### src/hdl/i2p_pkg.sv
// Shared types, character codes and lookup functions for the infix to postfix converter.
`timescale 1ns / 1ps
`default_nettype none

package i2p_pkg;

   localparam int STACK_DEPTH_DEF = 32;

   // Operator codes as kept on the stack.
   localparam logic [2:0] CODE_NONE = 3'd0;
   localparam logic [2:0] CODE_LPAR = 3'd1;
   localparam logic [2:0] CODE_ADD  = 3'd2;
   localparam logic [2:0] CODE_SUB  = 3'd3;
   localparam logic [2:0] CODE_MUL  = 3'd4;
   localparam logic [2:0] CODE_DIV  = 3'd5;
   localparam logic [2:0] CODE_POW  = 3'd6;

   // Result status codes.
   localparam logic [1:0] STATUS_CHAR      = 2'd0;
   localparam logic [1:0] STATUS_END       = 2'd1;
   localparam logic [1:0] STATUS_UNMATCHED = 2'd2;
   localparam logic [1:0] STATUS_OVERFLOW  = 2'd3;

   localparam logic [7:0] CHAR_LPAR    = 8'h28;
   localparam logic [7:0] CHAR_RPAR    = 8'h29;
   localparam logic [7:0] CHAR_ADD     = 8'h2B;
   localparam logic [7:0] CHAR_SUB     = 8'h2D;
   localparam logic [7:0] CHAR_MUL     = 8'h2A;
   localparam logic [7:0] CHAR_DIV     = 8'h2F;
   localparam logic [7:0] CHAR_POW     = 8'h5E;
   localparam logic [7:0] CHAR_END     = 8'h23;
   localparam logic [7:0] CHAR_NEWLINE = 8'h0A;
   localparam logic [7:0] CHAR_NULL    = 8'h00;

   // What the sequencer does with the stack for the current character.
   typedef enum logic [1:0] {
      KIND_CLOSE = 2'd0,
      KIND_END   = 2'd1,
      KIND_PUSH  = 2'd2
   } kind_type;

   // Request to the precedence compare unit.
   typedef struct packed {
      kind_type   kind;
      logic [2:0] new_code;
      logic [2:0] top_code;
   } prec_req_type;

   function automatic logic is_letter(input logic [7:0] c);
      return c inside {[8'h41:8'h5A], [8'h61:8'h7A]};
   endfunction

   function automatic logic [2:0] char_to_code(input logic [7:0] c);
      case (c)
         CHAR_LPAR: return CODE_LPAR;
         CHAR_ADD:  return CODE_ADD;
         CHAR_SUB:  return CODE_SUB;
         CHAR_MUL:  return CODE_MUL;
         CHAR_DIV:  return CODE_DIV;
         CHAR_POW:  return CODE_POW;
         default:   return CODE_NONE;
      endcase
   endfunction

   function automatic logic [7:0] code_to_char(input logic [2:0] code);
      case (code)
         CODE_LPAR: return CHAR_LPAR;
         CODE_ADD:  return CHAR_ADD;
         CODE_SUB:  return CHAR_SUB;
         CODE_MUL:  return CHAR_MUL;
         CODE_DIV:  return CHAR_DIV;
         CODE_POW:  return CHAR_POW;
         default:   return CHAR_NULL;
      endcase
   endfunction

   function automatic logic [1:0] code_level(input logic [2:0] code);
      case (code)
         CODE_ADD, CODE_SUB: return 2'd1;
         CODE_MUL, CODE_DIV: return 2'd2;
         CODE_POW:           return 2'd3;
         default:            return 2'd0;
      endcase
   endfunction

endpackage

`default_nettype wire

### src/hdl/i2p_ram.sv
// Generic single-port-write, single-port-read RAM with registered read data.
`timescale 1ns / 1ps
`default_nettype none

module i2p_ram #(
   parameter int WIDTH = 8,
   parameter int DEPTH = 32
) (
   input  wire logic                     clock,
   input  wire logic                     wr_en,
   input  wire logic [$clog2(DEPTH)-1:0] wr_addr,
   input  wire logic [WIDTH-1:0]         wr_data,
   input  wire logic                     rd_en,
   input  wire logic [$clog2(DEPTH)-1:0] rd_addr,
   output logic      [WIDTH-1:0]         rd_data
);

   logic [WIDTH-1:0] mem_ff [DEPTH];

   always_ff @(posedge clock) begin
      if (wr_en) begin
         mem_ff[wr_addr] <= wr_data;
      end
      if (rd_en) begin
         rd_data <= mem_ff[rd_addr];
      end
   end

endmodule

`default_nettype wire

### src/hdl/i2p_prec.sv
// Precedence compare unit: decides whether the stack top is popped for the current character.
`timescale 1ns / 1ps
`default_nettype none

module i2p_prec (
   input  wire i2p_pkg::prec_req_type req,
   output logic                       pop
);
   import i2p_pkg::*;

   logic [1:0] top_level;
   logic [1:0] new_level;

   assign top_level = code_level(req.top_code);
   assign new_level = code_level(req.new_code);

   always_comb begin
      case (req.kind)
         KIND_CLOSE: pop = (req.top_code != CODE_LPAR);
         KIND_END:   pop = 1'b1;
         KIND_PUSH: begin
            // Equal levels pop, except for the right-associative power operator.
            pop = (req.top_code != CODE_NONE) && (req.top_code != CODE_LPAR) &&
                  (top_level >= new_level) &&
                  !((top_level == new_level) && (req.new_code == CODE_POW));
         end
         default:    pop = 1'b0;
      endcase
   end

endmodule

`default_nettype wire

### src/hdl/infix_to_postfix_converter_unit.sv
// Top level of the infix to postfix converter: sequencer, operator stack and result registers.
//
//   channel | direction | handshake             | payload
//   req     | in        | req_valid / req_stall | req_in_char[7:0]
//   rsp     | out       | rsp_valid / rsp_stall | rsp_out_char[7:0], rsp_status[1:0], rsp_last
//
// An ignored byte stays in ST_IDLE, a letter goes on to ST_FLUSH, an open parenthesis to ST_FINISH
// and ST_FLUSH. Other characters pass ST_READ and ST_EVAL per stack entry seen (ST_READ alone on an
// empty stack), then ST_FINISH and ST_FLUSH; each pop waits on the registered stack memory read.
// Reset is synchronous and clears the stack count, the sequencer and the pending and rsp valid flags.
// A stalled rsp beat holds the sequencer only when it has a new result to hand over.
// The next character is taken once the last result of the current one sits in the rsp register.
`timescale 1ns / 1ps
`default_nettype none

module infix_to_postfix_converter_unit #(
   parameter int STACK_DEPTH = i2p_pkg::STACK_DEPTH_DEF
) (
   input  wire logic       clock,
   input  wire logic       reset,
   input  wire logic       req_valid,
   output logic            req_stall,
   input  wire logic [7:0] req_in_char,
   output logic            rsp_valid,
   input  wire logic       rsp_stall,
   output logic [7:0]      rsp_out_char,
   output logic [1:0]      rsp_status,
   output logic            rsp_last
);
   import i2p_pkg::*;

   localparam int CW = $clog2(STACK_DEPTH + 1);
   localparam int AW = $clog2(STACK_DEPTH);

   typedef enum logic [4:0] {
      ST_IDLE   = 5'b00001,
      ST_READ   = 5'b00010,
      ST_EVAL   = 5'b00100,
      ST_FINISH = 5'b01000,
      ST_FLUSH  = 5'b10000
   } state_type;

   state_type    state_ff, state_in;
   kind_type     kind_ff, kind_in;
   logic [2:0]   code_ff, code_in;
   logic [CW-1:0] count_ff, count_in;

   logic         pend_valid_ff, pend_valid_in;
   logic [7:0]   pend_char_ff, pend_char_in;
   logic [1:0]   pend_status_ff, pend_status_in;

   logic         rsp_valid_ff, rsp_valid_in;
   logic [7:0]   rsp_char_ff, rsp_char_in;
   logic [1:0]   rsp_status_ff, rsp_status_in;
   logic         rsp_last_ff, rsp_last_in;

   logic         ram_wr_en;
   logic         ram_rd_en;
   logic [AW-1:0] ram_rd_addr;
   logic [2:0]   top_code;

   prec_req_type prec_req;
   logic         prec_pop;

   logic         req_accept;
   logic         out_free;
   logic         can_put;
   logic         put_valid;
   logic [7:0]   put_char;
   logic [1:0]   put_status;
   logic [CW-1:0] count_dec;
   logic         stack_full;
   logic [2:0]   in_code;

   assign req_stall  = (state_ff != ST_IDLE);
   assign req_accept = req_valid && !req_stall;
   assign out_free   = !rsp_valid_ff || !rsp_stall;
   // A new result may enter the pending slot if that slot is empty or can move out.
   assign can_put    = !pend_valid_ff || out_free;
   assign count_dec  = count_ff - CW'(1);
   assign stack_full = (count_ff == CW'(STACK_DEPTH));
   assign in_code    = char_to_code(req_in_char);
   assign ram_rd_addr = count_dec[AW-1:0];

   i2p_ram #(
      .WIDTH (3),
      .DEPTH (STACK_DEPTH)
   ) u_stack (
      .clock   (clock),
      .wr_en   (ram_wr_en),
      .wr_addr (count_ff[AW-1:0]),
      .wr_data (code_ff),
      .rd_en   (ram_rd_en),
      .rd_addr (ram_rd_addr),
      .rd_data (top_code)
   );

   assign prec_req = '{kind: kind_ff, new_code: code_ff, top_code: top_code};

   i2p_prec u_prec (
      .req (prec_req),
      .pop (prec_pop)
   );

   always_comb begin
      state_in   = state_ff;
      kind_in    = kind_ff;
      code_in    = code_ff;
      count_in   = count_ff;
      ram_wr_en  = 1'b0;
      ram_rd_en  = 1'b0;
      put_valid  = 1'b0;
      put_char   = CHAR_NULL;
      put_status = STATUS_CHAR;

      pend_valid_in  = pend_valid_ff;
      pend_char_in   = pend_char_ff;
      pend_status_in = pend_status_ff;

      rsp_valid_in  = rsp_valid_ff && rsp_stall;
      rsp_char_in   = rsp_char_ff;
      rsp_status_in = rsp_status_ff;
      rsp_last_in   = rsp_last_ff;

      case (state_ff)
         ST_IDLE: begin
            if (req_accept) begin
               if (is_letter(req_in_char)) begin
                  pend_valid_in  = 1'b1;
                  pend_char_in   = req_in_char;
                  pend_status_in = STATUS_CHAR;
                  state_in       = ST_FLUSH;
               end else if (req_in_char == CHAR_RPAR) begin
                  kind_in  = KIND_CLOSE;
                  state_in = ST_READ;
               end else if (req_in_char == CHAR_END) begin
                  kind_in  = KIND_END;
                  state_in = ST_READ;
               end else if (in_code != CODE_NONE) begin
                  kind_in  = KIND_PUSH;
                  code_in  = in_code;
                  state_in = (in_code == CODE_LPAR) ? ST_FINISH : ST_READ;
               end
            end
         end
         ST_READ: begin
            if (count_ff == '0) begin
               state_in = ST_FINISH;
            end else begin
               ram_rd_en = 1'b1;
               state_in  = ST_EVAL;
            end
         end
         ST_EVAL: begin
            if (prec_pop) begin
               put_valid  = 1'b1;
               put_char   = code_to_char(top_code);
               put_status = STATUS_CHAR;
               if (can_put) begin
                  count_in = count_dec;
                  state_in = ST_READ;
               end
            end else begin
               state_in = ST_FINISH;
            end
         end
         ST_FINISH: begin
            case (kind_ff)
               KIND_CLOSE: begin
                  if (count_ff != '0) begin
                     // The matching open parenthesis is dropped without a result.
                     count_in = count_dec;
                     state_in = ST_FLUSH;
                  end else begin
                     put_valid  = 1'b1;
                     put_status = STATUS_UNMATCHED;
                     if (can_put) begin
                        state_in = ST_FLUSH;
                     end
                  end
               end
               KIND_END: begin
                  put_valid  = 1'b1;
                  put_char   = CHAR_NEWLINE;
                  put_status = STATUS_END;
                  if (can_put) begin
                     state_in = ST_FLUSH;
                  end
               end
               KIND_PUSH: begin
                  if (stack_full) begin
                     put_valid  = 1'b1;
                     put_status = STATUS_OVERFLOW;
                     if (can_put) begin
                        state_in = ST_FLUSH;
                     end
                  end else begin
                     ram_wr_en = 1'b1;
                     count_in  = count_ff + CW'(1);
                     state_in  = ST_FLUSH;
                  end
               end
               default: begin
                  state_in = ST_FLUSH;
               end
            endcase
         end
         ST_FLUSH: begin
            // The held result is the final one for this character.
            if (!pend_valid_ff) begin
               state_in = ST_IDLE;
            end else if (out_free) begin
               rsp_valid_in  = 1'b1;
               rsp_char_in   = pend_char_ff;
               rsp_status_in = pend_status_ff;
               rsp_last_in   = 1'b1;
               pend_valid_in = 1'b0;
               state_in      = ST_IDLE;
            end
         end
         default: begin
            state_in = ST_IDLE;
         end
      endcase

      if (put_valid && can_put) begin
         if (pend_valid_ff) begin
            rsp_valid_in  = 1'b1;
            rsp_char_in   = pend_char_ff;
            rsp_status_in = pend_status_ff;
            rsp_last_in   = 1'b0;
         end
         pend_valid_in  = 1'b1;
         pend_char_in   = put_char;
         pend_status_in = put_status;
      end
   end

   always_ff @(posedge clock) begin
      if (reset) begin
         state_ff      <= ST_IDLE;
         count_ff      <= '0;
         pend_valid_ff <= 1'b0;
         rsp_valid_ff  <= 1'b0;
      end else begin
         state_ff      <= state_in;
         count_ff      <= count_in;
         pend_valid_ff <= pend_valid_in;
         rsp_valid_ff  <= rsp_valid_in;
      end
      kind_ff        <= kind_in;
      code_ff        <= code_in;
      pend_char_ff   <= pend_char_in;
      pend_status_ff <= pend_status_in;
      rsp_char_ff    <= rsp_char_in;
      rsp_status_ff  <= rsp_status_in;
      rsp_last_ff    <= rsp_last_in;
   end

   assign rsp_valid    = rsp_valid_ff;
   assign rsp_out_char = rsp_char_ff;
   assign rsp_status   = rsp_status_ff;
   assign rsp_last     = rsp_last_ff;

`ifndef SYNTH
   a_count_in_range: assert property (@(posedge clock) disable iff (reset)
      count_ff <= CW'(STACK_DEPTH))
      else $error("stack count exceeds the stack depth");

   a_idle_no_pending: assert property (@(posedge clock) disable iff (reset)
      (state_ff == ST_IDLE) |-> !pend_valid_ff)
      else $error("a result is still pending while the sequencer is idle");

   a_push_counts: assert property (@(posedge clock) disable iff (reset)
      ram_wr_en |=> (count_ff == $past(count_ff) + CW'(1)))
      else $error("a stack write did not advance the stack count");

   a_accept_when_idle: assert property (@(posedge clock) disable iff (reset)
      req_accept && is_letter(req_in_char) |=> (state_ff == ST_FLUSH) && pend_valid_ff)
      else $error("a letter beat did not reach the pending slot");
`endif

endmodule

`default_nettype wire
### config.mk
export PLATFORM = sky130hd
export DESIGN_NAME = infix_to_postfix_converter_unit
export DESIGN_NICKNAME = d
export VERILOG_FILES = /design/src/hdl/i2p_pkg.sv /design/src/hdl/i2p_ram.sv /design/src/hdl/i2p_prec.sv /design/src/hdl/infix_to_postfix_converter_unit.sv
export SDC_FILE = /design/constraint.sdc
export NUM_CORES = 1
export LEC_CHECK = 0
export BUFFER_PORTS_ARGS = -buffer_cell sky130_fd_sc_hd__clkbuf_2
export CAP_MARGIN = 30
export CORE_MARGIN = 2
export CORE_UTILIZATION = 29
export DETAILED_ROUTE_END_ITERATION = 6
export PLACE_DENSITY_LB_ADDON = 0.2
export RECOVER_POWER = 25
export SYNTH_ARGS = -nofsm -noshare
export SYNTH_HDL_FRONTEND = slang
export SYNTH_SLANG_ARGS = --single-unit
### constraint.sdc
create_clock -name clock -period 9.17 [get_ports clock]
set_clock_uncertainty 0.15 [all_clocks]
set_input_delay 1.3755 -clock clock [delete_from_list [all_inputs] [get_ports clock]]
set_output_delay 1.3755 -clock clock [all_outputs]
set_load 0.03 [all_outputs]
==> flow_metrics.env <==
export IMPL_wl_per_cell_um=18.1
export IMPL_wl_mm=13.7
export IMPL_top_level_ports=25
export IMPL_worstReg2RegEnd="pend_valid_ff"
export IMPL_powerDensity_nw_per_um2=195
export IMPL_worst_setup_path_start_kind="register"
export IMPL_rows=54
export IMPL_crit_fanout=35
export IMPL_die_y_um=152
export IMPL_postCtsResizedCells=0
export IMPL_reg2reg_slack_ns=5.10
export IMPL_syn_area_um2=6320
export IMPL_grt_pass1_wl_mm=21.3
export IMPL_postRouteAntennaNets=0
export IMPL_dp_hpwl_mm=9.59
export IMPL_grt_max_degree=36
export IMPL_syn_inst=437
export IMPL_drtPass1Iterations=5
export IMPL_antennaDiodeCount=0
export IMPL_final_nets=482
export IMPL_relSlewSlack=0.281
export IMPL_grt_total_usage=0.127
export IMPL_synth_async_reset_ratio=0
export IMPL_gp_congestion=0.793
export IMPL_cts_root_buf="clkbuf_16"
export IMPL_worstPathRequired_ns=9.33
export IMPL_path_clk_slew_ns=0.06
export IMPL_most_common_layout_cells="edfxtp_1 (125), nor2_1 (43), mux4_2 (30), nand2_1 (29), clkbuf_2 (24)"
export IMPL_power_leakage_uw=0.00235
export IMPL_postCtsHoldBufs=0
export IMPL_hold_start="pend_status_ff[1]"
export IMPL_fin_setup_tns_ns=0
export IMPL_cts_inserted_buffers=17
export IMPL_clock_latency_ns=0.42
export IMPL_finalHoldViolCount=0
export IMPL_reg2reg_depth=8
export IMPL_yosys_cell_types_count=58
export IMPL_drt_initial_drc_count=252
export IMPL_max_freq_mhz=245
export IMPL_whs_path_depth=1
export IMPL_worst_slew_pin_slew_ns=1.08
export IMPL_clockBufferDepth=2
export IMPL_core_area_um2=21600
export IMPL_postCtsSetupBuffers=0
export IMPL_rr_startpoint="code_ff[2]"
export IMPL_overflow=0
export IMPL_syn_num_nets=455
export IMPL_hp_class="register to register"
export IMPL_grt_pass1_vias=3729
export IMPL_slew_viol_final=0
export IMPL_start_util=0.292
export IMPL_fillCellCount=2117
export IMPL_cts_sinks=138
export IMPL_drt_vias_per_instance=4.93
export IMPL_synth_edf_count=125
export IMPL_startpoint="code_ff[2]"
export IMPL_htreeDepth=4
export IMPL_portBuffers=24
export IMPL_cp_end_kind="register"
export IMPL_finalPower_uw=1420
export IMPL_cap_violations=0
export IMPL_synth_seq_cells=138
export IMPL_die_w_um=152
export IMPL_die_area_um2=23000
export IMPL_rsz0062_at_grt="no"
export IMPL_vias=3730
export IMPL_setup_viol=0
export IMPL_drc=0
export IMPL_worst_setup_path_type="register to register"
export IMPL_ir_worst_vdd_uv=108
export IMPL_final_common_cell="edfxtp_1"
export IMPL_avgSynthCellArea_um2=14.5
export IMPL_synthFlopType="edfxtp_1"
export IMPL_synthToLayoutAreaGrowth_pct=15.1
export IMPL_yosysSeqAreaShare=0.635
export IMPL_antenna_found_initial=0
export IMPL_cp_arrival_ns=4.23
export IMPL_outcome="finished clean"
export IMPL_fin_crit_ns=4.07
export IMPL_layout_drive_gt1_share=0.210
export IMPL_yosysWarnings=0
export IMPL_cts_tree="built"
export IMPL_period_share=0.444
## state kept, by name, indices dropped and copies added, names as in the netlist, named ones only
name	flops
u_stack.mem_ff	96
state_ff	5
kind_ff	2
rsp_valid	1
count_ff	6
pend_status_ff	2
pend_valid_ff	1
u_stack.rd_data	3
code_ff	3
pend_char_ff	8
## area by class of cell
class | instances | area (um^2) | area share
flip-flops and latches | 138 | 4020 | 0.552
repair buffers | 28 | 155 | 0.0213
clock buffers | 19 | 433 | 0.0595
inverters | 6 | 22.5 | 0.00309
multi-input cells | 273 | 2190 | 0.301
clock inverters | 13 | 110 | 0.0151
well taps | 280 | 350 | 0.0481
## worst max-delay path by stage
stage,end,cells after the start
after floorplan,u_stack.rd_data[0],9
after global placement,pend_valid_ff,8
after detailed placement,pend_valid_ff,8
after CTS,pend_valid_ff,8
after global routing,pend_valid_ff,8
final,pend_valid_ff,8
## per-stage QoR
stage | util | instance area, um^2 | worst slack, ns | instances | hold WS [ns]
2_1_floorplan | - | 6320 | 5.93 | 437 | 0.347
3_3_place_gp | 0.310 | 6710 | 5.17 | 722 | 0.356
3_5_place_dp | 0.313 | 6770 | 5.01 | 725 | 0.355
4_1_cts | 0.338 | 7310 | 5.01 | 757 | 0.367
5_1_grt | 0.337 | 7280 | 4.69 | 757 | 0.395
6_report | 0.337 | 7280 | 5.10 | 757 | 0.369
## synth_stat cells, types with 5 or more instances
| library cell | number | share of area |
|---|---|---|
| edfxtp_1 | 125 | 0.59 |
| nand2b_1 | 8 | 0.0079 |
| and2_1 | 13 | 0.013 |
| or3_1 | 5 | 0.0049 |
| nand3_1 | 9 | 0.0071 |
| mux4_2 | 30 | 0.11 |
| inv_1 | 6 | 0.0036 |
| nand4_1 | 5 | 0.0049 |
| a21oi_1 | 18 | 0.014 |
| nor2_1 | 43 | 0.026 |
| nand3b_1 | 7 | 0.0083 |
| nand2_1 | 29 | 0.017 |
| and3_1 | 6 | 0.0059 |
| dfxtp_1 | 13 | 0.041 |
| clkbuf_1 | 13 | 0.0077 |
| xnor2_1 | 5 | 0.0069 |
| ha_1 | 6 | 0.012 |
| xor2_1 | 5 | 0.0069 |
| nor3_1 | 13 | 0.010 |
| nor2b_1 | 8 | 0.0079 |
## per-layer routing
metal,GRT usage,vias to the layer above,share of wire
met4,0.0481,0,0.015
met3,0.0296,15,0.032
li1,-,1767,-
met2,0.198,68,0.48
met5,0,-,0
met1,0.172,1880,0.47
## worst max-delay path: stages (launching register included)
cell,delay (ns)
edfxtp_1,1.06
a21boi_0,0.24
ha_1,0.33
nand2b_1,0.14
a21oi_1,0.22
nor4_1,0.11
o31ai_2,0.79
nand2_1,0.53
o31a_1,0.39
## cells by family (layout without fill, tap and decap cells)
kind of cell | Yosys count | in the layout | share of synthesized area
DFF | 138 | 138 | 0.635
and+or+nand+nor | 159 | 159 | 0.132
xor gates and xnor gates | 10 | 10 | 0.0139
buffers and inverters | 26 | 66 | 0.0186
AOI/OAI and AO/OA | 59 | 59 | 0.0667
muxes | 39 | 39 | 0.122
adders and majority gates | 6 | 6 | 0.0119
## power by group
part           switching, uW  internal, uW
Clock                    273           353
Sequential              11.0           689
Combinational           59.5          32.9
Total                    344          1070
Power figures use the tool's default switching activity.
